<file path="src/sv/tmpe_div.sv">
// Pipelined restoring divider, one quotient bit per stage.
module tmpe_div #(
  parameter int unsigned DW = 20,
  parameter int unsigned QW = 38,
  parameter int unsigned PW = 1
) (
  input  logic          clk_i,
  input  logic          rst_ni,
  input  logic          valid_i,
  input  logic [DW-1:0] rem_i,
  input  logic [QW-1:0] num_i,
  input  logic [DW-1:0] den_i,
  input  logic [PW-1:0] side_i,
  output logic          valid_o,
  output logic [QW-1:0] quo_o,
  output logic [PW-1:0] side_o
);

  logic [QW:0]   vld_s;
  logic [DW-1:0] rem_s  [QW+1];
  logic [QW-1:0] nq_s   [QW+1];
  logic [DW-1:0] den_s  [QW+1];
  logic [PW-1:0] side_s [QW+1];

  assign vld_s[0]  = valid_i;
  assign rem_s[0]  = rem_i;
  assign nq_s[0]   = num_i;
  assign den_s[0]  = den_i;
  assign side_s[0] = side_i;

  for (genvar k = 0; k < QW; k++) begin : g_stage
    logic [DW:0]   cat;
    logic [DW:0]   diff;
    logic          ge;
    logic [DW-1:0] rem_d;
    logic [QW-1:0] nq_d;
    logic          vld_q;
    logic [DW-1:0] rem_q;
    logic [QW-1:0] nq_q;
    logic [DW-1:0] den_q;
    logic [PW-1:0] side_q;

    assign cat   = {rem_s[k], nq_s[k][QW-1]};
    assign diff  = cat - {1'b0, den_s[k]};
    assign ge    = cat >= {1'b0, den_s[k]};
    assign rem_d = ge ? diff[DW-1:0] : cat[DW-1:0];
    assign nq_d  = {nq_s[k][QW-2:0], ge};

    always_ff @(posedge clk_i or negedge rst_ni) begin
      if (!rst_ni) begin
        vld_q <= 1'b0;
      end else begin
        vld_q <= vld_s[k];
      end
    end

    always_ff @(posedge clk_i) begin
      rem_q  <= rem_d;
      nq_q   <= nq_d;
      den_q  <= den_s[k];
      side_q <= side_s[k];
    end

    assign vld_s[k+1]  = vld_q;
    assign rem_s[k+1]  = rem_q;
    assign nq_s[k+1]   = nq_q;
    assign den_s[k+1]  = den_q;
    assign side_s[k+1] = side_q;
  end

  assign valid_o = vld_s[QW];
  assign quo_o   = nq_s[QW];
  assign side_o  = side_s[QW];

endmodule

</file>
<file path="config.mk">
export PLATFORM = sky130hd
export DESIGN_NAME = tmpe_div
export DESIGN_NICKNAME = d
export VERILOG_FILES = /design/src/sv/tmpe_div.sv
export SDC_FILE = /design/constraint.sdc
export NUM_CORES = 2
export LEC_CHECK = 0
export BUFFER_PORTS_ARGS = -buffer_cell sky130_fd_sc_hd__buf_2
export CAP_MARGIN = 20
export CORE_MARGIN = 3
export CORE_UTILIZATION = 25
export CTS_CLUSTER_DIAMETER = 200
export DETAILED_ROUTE_END_ITERATION = 8
export HOLD_SLACK_MARGIN = 0.06
export MAX_ROUTING_LAYER = met4
export SLEW_MARGIN = 20
export SYNTH_ARGS = -nofsm -noshare
export SYNTH_HDL_FRONTEND = slang
export SYNTH_SLANG_ARGS = --single-unit
</file>
<file path="constraint.sdc">
create_clock -name clk_i -period 2.96 [get_ports clk_i]
set_clock_uncertainty 0.05 [all_clocks]
set_input_delay 0.444 -clock clk_i [delete_from_list [all_inputs] [get_ports clk_i]]
set_output_delay 0.444 -clock clk_i [all_outputs]
set_load 0.005 [all_outputs]
</file>
==> impl_metrics.toml <==
[worst_setup_path]
cp-end-kind = "flop"
start_kind = "flop"
arrival_ps = 3780
worstSetupPathType = "reg -> reg"
cp.required_ps = 3630
cp_max_fo = 5

[sta]
finalSetupViolations = 31
slew_headroom_pct = 41.9
slew_violations = 0
worstMarginPinSlew_ps = 871
finalCriticalPeriod_ps = 3110
tns_ps = -1920
hold_viol = 0
rsz0062_at_grt = "yes"
fmax_mhz = 321
finalCritPeriodShare_pct = 105
worst_slack_ps = -154

[drt]
drt.antenna.violating_nets = 0
wirelength_um = 220000
num_vias = 69500
firstDrtPassIters = 5
viasPerCell = 4.14
wl_per_cell_um = 13.1
drt_iter0_drc = 3173
drc_errors = 0

[synthesis]
ys_seq_elements = 3000
synthesis.nets = 10600
yosysSeqAreaShare_pct = 56.4
ys_warn_count = 0
synth_area_um2 = 107000
ys_async_sr_fraction_pct = 1.27
synth_edf_count = 0
ys_types = 97
syn_avg_cell_area_um2 = 11.0
synth_cells = 9753
yosys_most_used_dff = "dfxtp_1"

[placed_design]
port_buffers = 121
hpwl_um = 156000
place_area_um2 = 118000
place.gp.congestion = 0.888
dp_cells = 15900

[global_routing]
grt_pass1_vias = 68600
antenna_found_initial = 5
grt_max_degree = 39
grt_usage_pct = 9.79
grt_pass1_wl_um = 345000
overflow = 0

[finish]
fin_nets = 11700
drive_gt1_share_pct = 20.4
stdcell_count = 16800
num-fill-cells = 42600
multi_input_area_um2 = 44800
final_cell_mix = "dfxtp_1, inv_1, ha_1, a21oi_1, buf_4"
syn_to_final_growth_pct = 26.7
final_area_um2 = 135000
layout_commonest_cell = "dfxtp_1"
regArea_um2 = 60300

[clocking]
clock_sinks = 3000
cts_inserted_buffers = 332
worstSkewPairLatency_ps = 920
htree_levels = 5
cts_tree = "yes"
cts_buffer_depth = 4
clk_pin_slew_ps = 60
cts-root-buf = "clkbuf_16"

[status]
violations = "negative setup slack"
status = "finished with violations"

[floorplan]
die_w_um = 660
io_pins = 122
die_area_um2 = 436000
core_um2 = 425000
die_y_um = 660
rows = 239
initial_utilization_pct = 25.2

[power]
p_int_mw = 114
ir_drop_mv = 0.540
p_leak_nw = 59.7
p_clk_share_pct = 24.8
seqPwrFrac_pct = 33.5
combPwrFrac_pct = 41.6
power_mw = 170
p_sw_share_pct = 32.8
switchingPower_mw = 55.7
power.density_nw_per_um2 = 1260

[run]
maxCapViolations = 0

[min_path]
hold_class = "in -> reg"
==> worst max-delay path, stage by stage (launching register included) <==
cell	delay, ps
dfxtp_2	340
inv_2	50
ha_4	200
nor2b_4	120
o31a_1	280
o211ai_1	240
a31oi_2	170
a211o_1	310
o211ai_1	280
o2bb2ai_2	190
a21oi_4	110
buf_12	160
buf_16	130
mux2_2	270
==> power groups by stage <==
stage | registers (mW) | clock network (mW) | logic (mW)
after floorplan | 55.5 | 0 | 46.6
after global placement | 57.8 | 0 | 61.6
after detailed placement | 57.8 | 0 | 62.3
after CTS | 57.1 | 44.0 | 65.3
after global routing | 58.2 | 45.7 | 78.0
final | 57.0 | 42.2 | 70.8
==> state kept, by name, summed over array words and instances (netlist names) <==
| register | flops |
|---|---|
| g_stage.nq_q | 1406 |
| g_stage.den_q | 740 |
| g_stage.rem_q | 740 |
| quo_o | 38 |
| g_stage.side_q | 37 |
| g_stage.vld_q | 37 |
| side_o | 1 |
| valid_o | 1 |
==> per-stage QoR <==
stage                     hold WS [ps]  setup slack, ps  utilization (%)
after global routing              78.2             -233             31.9
final                              155             -154             31.9
after detailed placement           262             -283             27.9
after global placement             260             -311             27.9
after CTS                         60.1            -80.3             31.2
after floorplan                   98.4             14.1                -
==> worst paths after layout <==
kind / cells after the start / startpoint / slack [ps] / end
max in group asynchronous: 2 / rst_ni / 2090 / valid_o
hold reg to reg: 0 / g_stage[9].den_q[17] / 230 / g_stage[10].den_q[17]
hold / removal: 2 / den_i[17] / 150 / g_stage[0].den_q[17]
setup reg to reg: 13 / g_stage[11].den_q[1] / -150 / g_stage[12].rem_q[18]
min in group asynchronous: 2 / rst_ni / 200 / g_stage[4].vld_q
setup / recovery: 13 / g_stage[11].den_q[1] / -150 / g_stage[12].rem_q[18]
==> what timing repair did <==
| action | 4_1_cts | 5_1_grt |
|---|---|---|
| hold buffers | 116 | 0 |
| resized for setup | 195 | 421 |
| buffers inserted | 28 | 63 |
| pin swaps | 37 | 162 |
| setup endpoints to repair | 422 | 591 |
| gates cloned | 10 | 31 |
| endpoints found under the hold margin | 118 | 0 |
==> cells by family after synthesis <==
| kind of cell | synth area share, % |
|---|---|
| flip-flops | 56.4 |
| AO/OA/AOI/OAI | 11.5 |
| AND/OR/NAND/NOR | 8.33 |
| buffers and inverters | 4.00 |
| adder cells (fa/ha/maj) | 9.59 |
| XOR/XNOR | 4.47 |
| multiplexers | 5.71 |
==> per-layer routing <==
layer  vias to the layer above  wire length (µm)  track usage (%)
li1                      35700                 -                -
met1                     32200             93800             11.1
met2                      1157            109000             17.1
met3                       535              8770             1.69
met4                         0              8500             3.85
met5                         -                 0                -
==> Yosys cell counts (all sizes together) (20+ instances only) <==
master   number  area (µm²)
dfxtp      2962       59300
inv         952        3570
ha          760        9510
a21oi       664        3350
nor2        583        2190
mux2        484        5510
o21ai       411        2080
xnor2       377        3300
nand2       344        1290
a21o        223        1670
xor2        169        1480
nand3       166         831
nor3        165         826
nor2b       152         951
o21a        111         836
nand2b      104         651
nand4        97         607
buf          86         454
clkbuf       67         251
and3         60         375
mux2i        59         591
or3          53         342
o211ai       48         370
a211oi       45         338
a31oi        42         263
o21bai       42         315
dfrtp        38         951
fa           37         741
a211o        33         289
a2111oi      30         324
o31a         29         254
o31ai        28         220
a21boi       24         191
nor4         23         144
o41ai        23         262
and4         20         175
or2          20         125
==> final cells by class <==
cell class | instances | share of cell area (%)
flip-flops and latches | 3000 | 44.5
repair buffers | 918 | 5.95
inverters | 952 | 2.64
diodes | 2 | 0.00369
clock inverters | 155 | 1.62
multi-input cells | 5650 | 33.1
clock buffers | 450 | 6.92
well taps | 5663 | 5.23
Note: power is estimated with default switching activity, not from simulation.
