[config.mk]
export PLATFORM = sky130hd
export DESIGN_NAME = tmpe_sqrt
export DESIGN_NICKNAME = d
export VERILOG_FILES = /design/src/sv/tmpe_sqrt.sv
export SDC_FILE = /design/constraint.sdc
export NUM_CORES = 1
export LEC_CHECK = 0
export BUFFER_PORTS_ARGS = -buffer_cell sky130_fd_sc_hd__clkbuf_2
export CAP_MARGIN = 10
export CORE_MARGIN = 2
export CORE_UTILIZATION = 35
export CTS_BUF_LIST = sky130_fd_sc_hd__clkbuf_16
export CTS_CLUSTER_SIZE = 28
export DETAILED_ROUTE_END_ITERATION = 8
export RECOVER_POWER = 25
export SYNTH_ARGS = -nofsm -noshare
export SYNTH_HDL_FRONTEND = slang
export SYNTH_SLANG_ARGS = --single-unit
export TNS_END_PERCENT = 10
[constraint.sdc]
create_clock -name clk_i -period 3.3 [get_ports clk_i]
set_input_delay 0.66 -clock clk_i [delete_from_list [all_inputs] [get_ports clk_i]]
set_output_delay 0.66 -clock clk_i [all_outputs]
set_load 0.01 [all_outputs]
[src/sv/tmpe_sqrt.sv]
// Pipelined integer square root, one root bit per stage.
module tmpe_sqrt #(
  parameter int unsigned RW = 17,
  parameter int unsigned PW = 1
) (
  input  logic            clk_i,
  input  logic            rst_ni,
  input  logic            valid_i,
  input  logic [2*RW-1:0] x_i,
  input  logic [PW-1:0]   side_i,
  output logic            valid_o,
  output logic [RW-1:0]   root_o,
  output logic [PW-1:0]   side_o
);

  logic [RW:0]     vld_s;
  logic [RW:0]     rem_s  [RW+1];
  logic [2*RW-1:0] xs_s   [RW+1];
  logic [RW-1:0]   root_s [RW+1];
  logic [PW-1:0]   side_s [RW+1];

  assign vld_s[0]  = valid_i;
  assign rem_s[0]  = '0;
  assign xs_s[0]   = x_i;
  assign root_s[0] = '0;
  assign side_s[0] = side_i;

  for (genvar k = 0; k < RW; k++) begin : g_stage
    logic [RW+2:0]   cat;
    logic [RW+2:0]   trial;
    logic [RW+2:0]   diff;
    logic            ge;
    logic [RW:0]     rem_d;
    logic [2*RW-1:0] xs_d;
    logic [RW-1:0]   root_d;
    logic            vld_q;
    logic [RW:0]     rem_q;
    logic [2*RW-1:0] xs_q;
    logic [RW-1:0]   root_q;
    logic [PW-1:0]   side_q;

    assign cat    = {rem_s[k], xs_s[k][2*RW-1 -: 2]};
    assign trial  = {1'b0, root_s[k], 2'b01};
    assign diff   = cat - trial;
    assign ge     = cat >= trial;
    assign rem_d  = ge ? diff[RW:0] : cat[RW:0];
    assign xs_d   = {xs_s[k][2*RW-3:0], 2'b00};
    assign root_d = {root_s[k][RW-2:0], ge};

    always_ff @(posedge clk_i or negedge rst_ni) begin
      if (!rst_ni) begin
        vld_q <= 1'b0;
      end else begin
        vld_q <= vld_s[k];
      end
    end

    always_ff @(posedge clk_i) begin
      rem_q  <= rem_d;
      xs_q   <= xs_d;
      root_q <= root_d;
      side_q <= side_s[k];
    end

    assign vld_s[k+1]  = vld_q;
    assign rem_s[k+1]  = rem_q;
    assign xs_s[k+1]   = xs_q;
    assign root_s[k+1] = root_q;
    assign side_s[k+1] = side_q;
  end

  assign valid_o = vld_s[RW];
  assign root_o  = root_s[RW];
  assign side_o  = side_s[RW];

endmodule

==> results of run 1 <==
==> registers in the layout, summed over array words and instances (netlist names) <==
register and cells:
side_o 1, g_stage.root_q 136, g_stage.vld_q 16, g_stage.side_q 16
valid_o 1, g_stage.xs_q 272, root_o 17, g_stage.rem_q 268
==> logic make-up after synthesis <==
family,count (synthesis),share of synthesized area
AO/OA/AOI/OAI,448,0.110
XOR/XNOR,202,0.0691
adder cells (fa/ha/maj),171,0.0836
buffers and inverters,240,0.0354
flip-flops,727,0.572
multiplexers,45,0.0194
other,1,0.000146
AND/OR/NAND/NOR,562,0.111
==> placed cells by master (no fill, tap or decap), types with 30 or more instances in the layout <==
cell type / n
a21o_1: 35
a21oi_1: 149
clkbuf_16: 78
clkbuf_2: 53
dfxtp_1: 710
ha_1: 171
inv_1: 212
mux2_2: 36
nand2_1: 105
nand2b_1: 33
nand3_1: 39
nor2_1: 162
nor3_1: 56
o21a_1: 30
o21ai_0: 101
xnor2_1: 126
xor2_1: 76
==> routing by layer <==
metal / GRT usage / vias to the layer above / routed length [um]
met5: 0 / - / 0
met4: 0.0488 / 0 / 1260
met3: 0.0260 / 100 / 2020
met2: 0.213 / 271 / 22000
met1: 0.152 / 7657 / 20800
li1: - / 8446 / -
==> report_power, final <==
part	internal [mW]	switching (mW)
Combinational	2.13	2.29
Clock	5.05	3.44
Sequential	10.3	0.977
==> worst paths after layout <==
| check | to | slack [ps] | depth (start not counted) |
|---|---|---|---|
| setup reg to reg | g_stage[2].rem_q[13] | 510 | 7 |
| max in group asynchronous | g_stage[2].vld_q | 2430 | 2 |
| min in group asynchronous | valid_o | 550 | 2 |
| hold reg to reg | g_stage[7].side_q | 320 | 0 |
| setup / recovery | g_stage[2].rem_q[13] | 510 | 7 |
| hold / removal | g_stage[0].xs_q[17] | 150 | 1 |
==> timing repair <==
item,4_1_cts,5_1_grt
hold endpoints to repair,17,0
hold buffers,1,0
buffers inserted,0,0
==> stage by stage <==
stage | total power [mW] | util
after floorplan | 14.7 | -
after global placement | 15.8 | 0.372
after detailed placement | 15.9 | 0.372
after CTS | 24.5 | 0.407
after global routing | 25.6 | 0.407
final | 24.2 | 0.407
==> final cells by class <==
type / count / area [um2]
fillers: 6873 / 43100
flip-flops and latches: 727 / 14600
multi-input cells: 1429 / 10100
clock buffers: 78 / 1950
well taps: 959 / 1200
inverters: 203 / 762
clock inverters: 59 / 576
repair buffers: 75 / 422
==> flow_summary.json, run 1 <==
{
  "rsz0062_at_grt": "no",
  "portBuffers": 56,
  "worst_hold_path_type": "in -> reg",
  "insertion_delay_ps": 610,
  "syn_area_per_cell_um2": 10.7,
  "synth_commonest_cells": "dfxtp_1 (710), inv_1 (203), ha_1 (171), nor2_1 (162), a21oi_1 (149)",
  "antenna_found_initial": 2,
  "status": "finished clean",
  "skew_ps": 18.1,
  "num_antenna_cells": 0,
  "synth_ff_type": "dfxtp_1",
  "cts_sinks": 727,
  "netlist_area_um2": 25600,
  "finalSetupViolCount": 0,
  "maxCapViolCount": 0,
  "cpPeakStageDelay_ps": 620,
  "worstSetupEndpointType": "flop",
  "grt_max_degree": 30,
  "yosysTopAreaCell": "dfxtp_1",
  "yosysWarnings": 0,
  "leakagePower_nw": 13.8,
  "area_delta_synth_final_pct": 15.7,
  "cts_tree": "yes",
  "cp_cell_sequence": "or4_1 > or4b_4 > or4b_4 > nand4b_2 > or3_1 > nor2_2 > or2_1",
  "max_freq_mhz": 358,
  "first_global_vias": 16401,
  "drcViolationCount": 0,
  "cp.buffers_inverters": 0,
  "synth_cells": 2396,
  "via_count": 16474,
  "ys_seq_elements": 727,
  "vdd_drop_max_mv": 0.393,
  "cts_buffers": 75,
  "crit_top_cell": "or4b_4",
  "synth_cell_types": 74,
  "initial_core_util": 0.352,
  "grt_overflow": 0,
  "clockBufferDepth": 3,
  "critical_path.top_delay_family": "simple AND/OR/NAND/NOR gates",
  "hold_viol_final": 0,
  "die_w_um": 274,
  "dp_cells": 3392,
  "io_pins": 57,
  "die_area_um2": 75300,
  "ant_nets": 0,
  "synth_nets": 2605,
  "finalCriticalPeriod_ps": 2790,
  "power_density_nw_per_um2": 817,
  "final_cell_area_um2": 29600,
  "grtUsageTotal": 0.124,
  "coreArea_um2": 72700,
  "ys_seq_area_frac": 0.572,
  "cp.arrival_ps": 3290,
  "die_h_um": 274,
  "worstPathMaxFanout": 12,
  "synth_top_area_frac": 0.555,
  "clockRootBuffer": "clkbuf_16",
  "hpwl_um": 34600,
  "period_share": 0.847,
  "finalNetCount": 2720,
  "relSlewSlack": 0.562,
  "tns_ps": 0,
  "grt_pass1_wl_um": 77900,
  "cts_resized": 0,
  "async_flop_share": 0.0234,
  "pre_cts_slack_ps": 507,
  "post_drt_via_cell_ratio": 4.67,
  "cp_data_required_time_ps": 3790,
  "hold_slack_ps": 148,
  "avgRoutedWirePerCell_um": 13.1,
  "critical_path_class": "reg -> reg",
  "drtIter0Drc": 772,
  "htree_levels": 3,
  "yosysMostFrequentCell": "dfxtp_1",
  "synth_enable_flop_cells": 0,
  "slew_violations": 0,
  "finalWirelength_um": 46100,
  "yosys-top-cells-area": "dfxtp_1 (56%), ha_1 (8.4%), xnor2_1 (4.3%)",
  "drive_gt1_frac": 0.0949,
  "critical_path.startpoint": "g_stage[1].rem_q[16]",
  "rows": 99,
  "gp_congestion": 0.856,
  "reg2reg_from": "g_stage[1].rem_q[16]",
  "finalWorstSetupSlack_ps": 505,
  "worst_pin_slew_ps": 651,
  "layoutNonFillerInstCount": 3530,
  "slowest_stage": "or4_1",
  "min-delay-start": "x_i[15]",
  "dpl-instance-area_um2": 27100,
  "dr.pass1.iters": 5,
  "worstSetupStartpointType": "flop",
  "cts.clk_slew.worst_paths_ps": 60
}
No activity file was read; power rests on OpenSTA's default activity.
==> inputs of run 2 (changes only) <==
Settings changed: ABC_AREA set to 1.
Clock period 3.3 ns to 2.65 ns, I/O delays scaled along.
==> run 2 against run 1 <==
  * Register-to-register slack worse by 120 ps
  * Critical path depth up 1
  * Synthesized cell count rose by 54%
  * Global-route usage is 2.5 points higher
  * Critical endpoint is now g_stage[4].rem_q[15]
==> flow_summary.json, run 2 <==
{
  "status": "finished clean",
  "hpwl_um": 49800,
  "die_h_um": 295,
  "async_flop_share": 0.0234,
  "tns_ps": 0,
  "crit_path_end": "g_stage[4].rem_q[15]",
  "num_antenna_cells": 0,
  "synth_cell_types": 52,
  "layoutNonFillerInstCount": 4982,
  "reg2reg_from": "g_stage[3].root_q[0]",
  "synth_top_area_frac": 0.481,
  "grt_pass1_wl_um": 106000,
  "worstPathMaxFanout": 14,
  "yosysWarnings": 0,
  "critical_path_class": "reg -> reg",
  "cts_resized": 0,
  "cp.arrival_ps": 2770,
  "first_global_vias": 21245,
  "yosysMostFrequentCell": "nand2_1",
  "hold-path-cell-count": 2,
  "finalCriticalPeriod_ps": 2260,
  "synth_nets": 3897,
  "critical_path.startpoint": "g_stage[3].root_q[0]",
  "synth_ff_type": "dfxtp_1",
  "cp_data_required_time_ps": 3150,
  "relSlewSlack": 0.609,
  "slew_violations": 0,
  "cts_setup_buffers": 0,
  "worst_hold_path_type": "in -> reg",
  "min-delay-start": "x_i[32]",
  "dp_cells": 4807,
  "finalSetupViolCount": 0,
  "finalWorstSetupSlack_ps": 386,
  "die_area_um2": 86800,
  "syn_area_per_cell_um2": 8.01,
  "netlist_area_um2": 29500,
  "insertion_delay_ps": 640,
  "cts_sinks": 727,
  "antenna_found_initial": 0,
  "largest_register_ffs": 272,
  "hold_slack_ps": 108,
  "drive_gt1_frac": 0.0823,
  "dr.pass1.iters": 5,
  "via_count": 22216,
  "rows": 106,
  "max_freq_mhz": 442,
  "finalPower_mw": 33.7,
  "regToRegEndpoint": "g_stage[4].rem_q[15]",
  "yosys-top-cells-area": "dfxtp_1 (48%), nand2_1 (14%), ha_1 (7.2%)",
  "grtUsageTotal": 0.150,
  "final_cell_mix": "nand2_1 (1072), dfxtp_1 (710), inv_1 (558)",
  "gp_congestion": 0.925,
  "pre_cts_slack_ps": 410,
  "reg.largest.list": "g_stage.xs_q: 272 flops, g_stage.rem_q: 268 flops, g_stage.root_q: 136 flops",
  "coreArea_um2": 83600,
  "clockBufferDepth": 3,
  "power_density_nw_per_um2": 995,
  "synth_enable_flop_cells": 0,
  "cts_tree": "yes",
  "grt_max_degree": 25,
  "hold_viol_final": 0,
  "cts_buffers": 77,
  "synth_commonest_cells": "nand2_1 (1072), dfxtp_1 (710), inv_1 (546), nor2_1 (274), nand3_1 (207)",
  "rsz0062_at_grt": "no",
  "clockRootBuffer": "clkbuf_16",
  "htree_levels": 3,
  "grt_overflow": 0,
  "vdd_drop_max_mv": 0.610,
  "largest_register": "g_stage.xs_q",
  "synth_cells": 3688,
  "die_w_um": 295,
  "area_delta_synth_final_pct": 14.7,
  "final_cell_area_um2": 33900,
  "leakagePower_nw": 17.5,
  "regToRegSetupSlack_ps": 390,
  "drcViolationCount": 0,
  "initial_core_util": 0.354,
  "yosysTopAreaCell": "dfxtp_1",
  "worstSetupStartpointType": "flop",
  "dpl-instance-area_um2": 31000,
  "reg2regPathDepth": 8,
  "portBuffers": 56,
  "maxCapViolCount": 0,
  "cts_hold_buffers": 35,
  "post_drt_via_cell_ratio": 4.46,
  "final_common_cell": "nand2_1",
  "drtIter0Drc": 1175,
  "skew_ps": 29.2,
  "worstSetupEndpointType": "flop",
  "ys_seq_area_frac": 0.495,
  "io_pins": 57,
  "worst_pin_slew_ps": 585,
  "post-route-util": 0.406,
  "period_share": 0.854,
  "finalWirelength_um": 64500,
  "ys_seq_elements": 727,
  "cts.clk_slew.worst_paths_ps": 60,
  "ant_nets": 0,
  "avgRoutedWirePerCell_um": 12.9,
  "finalNetCount": 4050
}
run 2: worst min-delay path by stage:
| stage | end | slack, ps |
|---|---|---|
| final | g_stage[0].rem_q[0] | 110 |
| after global routing | g_stage[0].rem_q[0] | 100 |
| after CTS | g_stage[0].rem_q[0] | 40 |
| after detailed placement | g_stage[10].xs_q[23] | 310 |
| after global placement | g_stage[4].side_q | 310 |
| after floorplan | g_stage[0].vld_q | 230 |
run 2: kinds of logic after synthesis:
family | Yosys count | share of synthesized area
AO/OA/AOI/OAI | 344 | 0.0675
XOR/XNOR | 104 | 0.0308
adder cells (fa/ha/maj) | 171 | 0.0724
buffers and inverters | 587 | 0.0802
flip-flops | 727 | 0.495
other | 1 | 0.000127
AND/OR/NAND/NOR | 1754 | 0.253
run 2: critical path: stages (launching register included):
cell and delay, ps:
dfxtp_1 330, inv_1 80, ha_1 400, nand3b_1 100, nand2_1 160, a21oi_1 110
nand2_1 380, inv_2 230, a21oi_1 360
run 2: power breakdown:
group	switching, mW	leakage (nW)	internal, mW
Clock	4.49	1.27	6.08
Sequential	1.43	6.15	12.9
Combinational	5.60	10.1	3.17
run 2: area by class of cell:
type	count	area, um2
Clock buffer	77	1930
Timing Repair Buffer	100	708
Sequential cell	727	14600
Clock inverter	63	624
Tap cell	1080	1350
Multi-Input combinational cell	2374	12500
Inverter	561	2120
Fill cell	8471	49700
run 2: per-layer routing:
metal	GRT usage	wire length [um]
met2	0.246	29200
met3	0.0256	2660
met5	0	0
met1	0.198	31000
met4	0.0505	1610
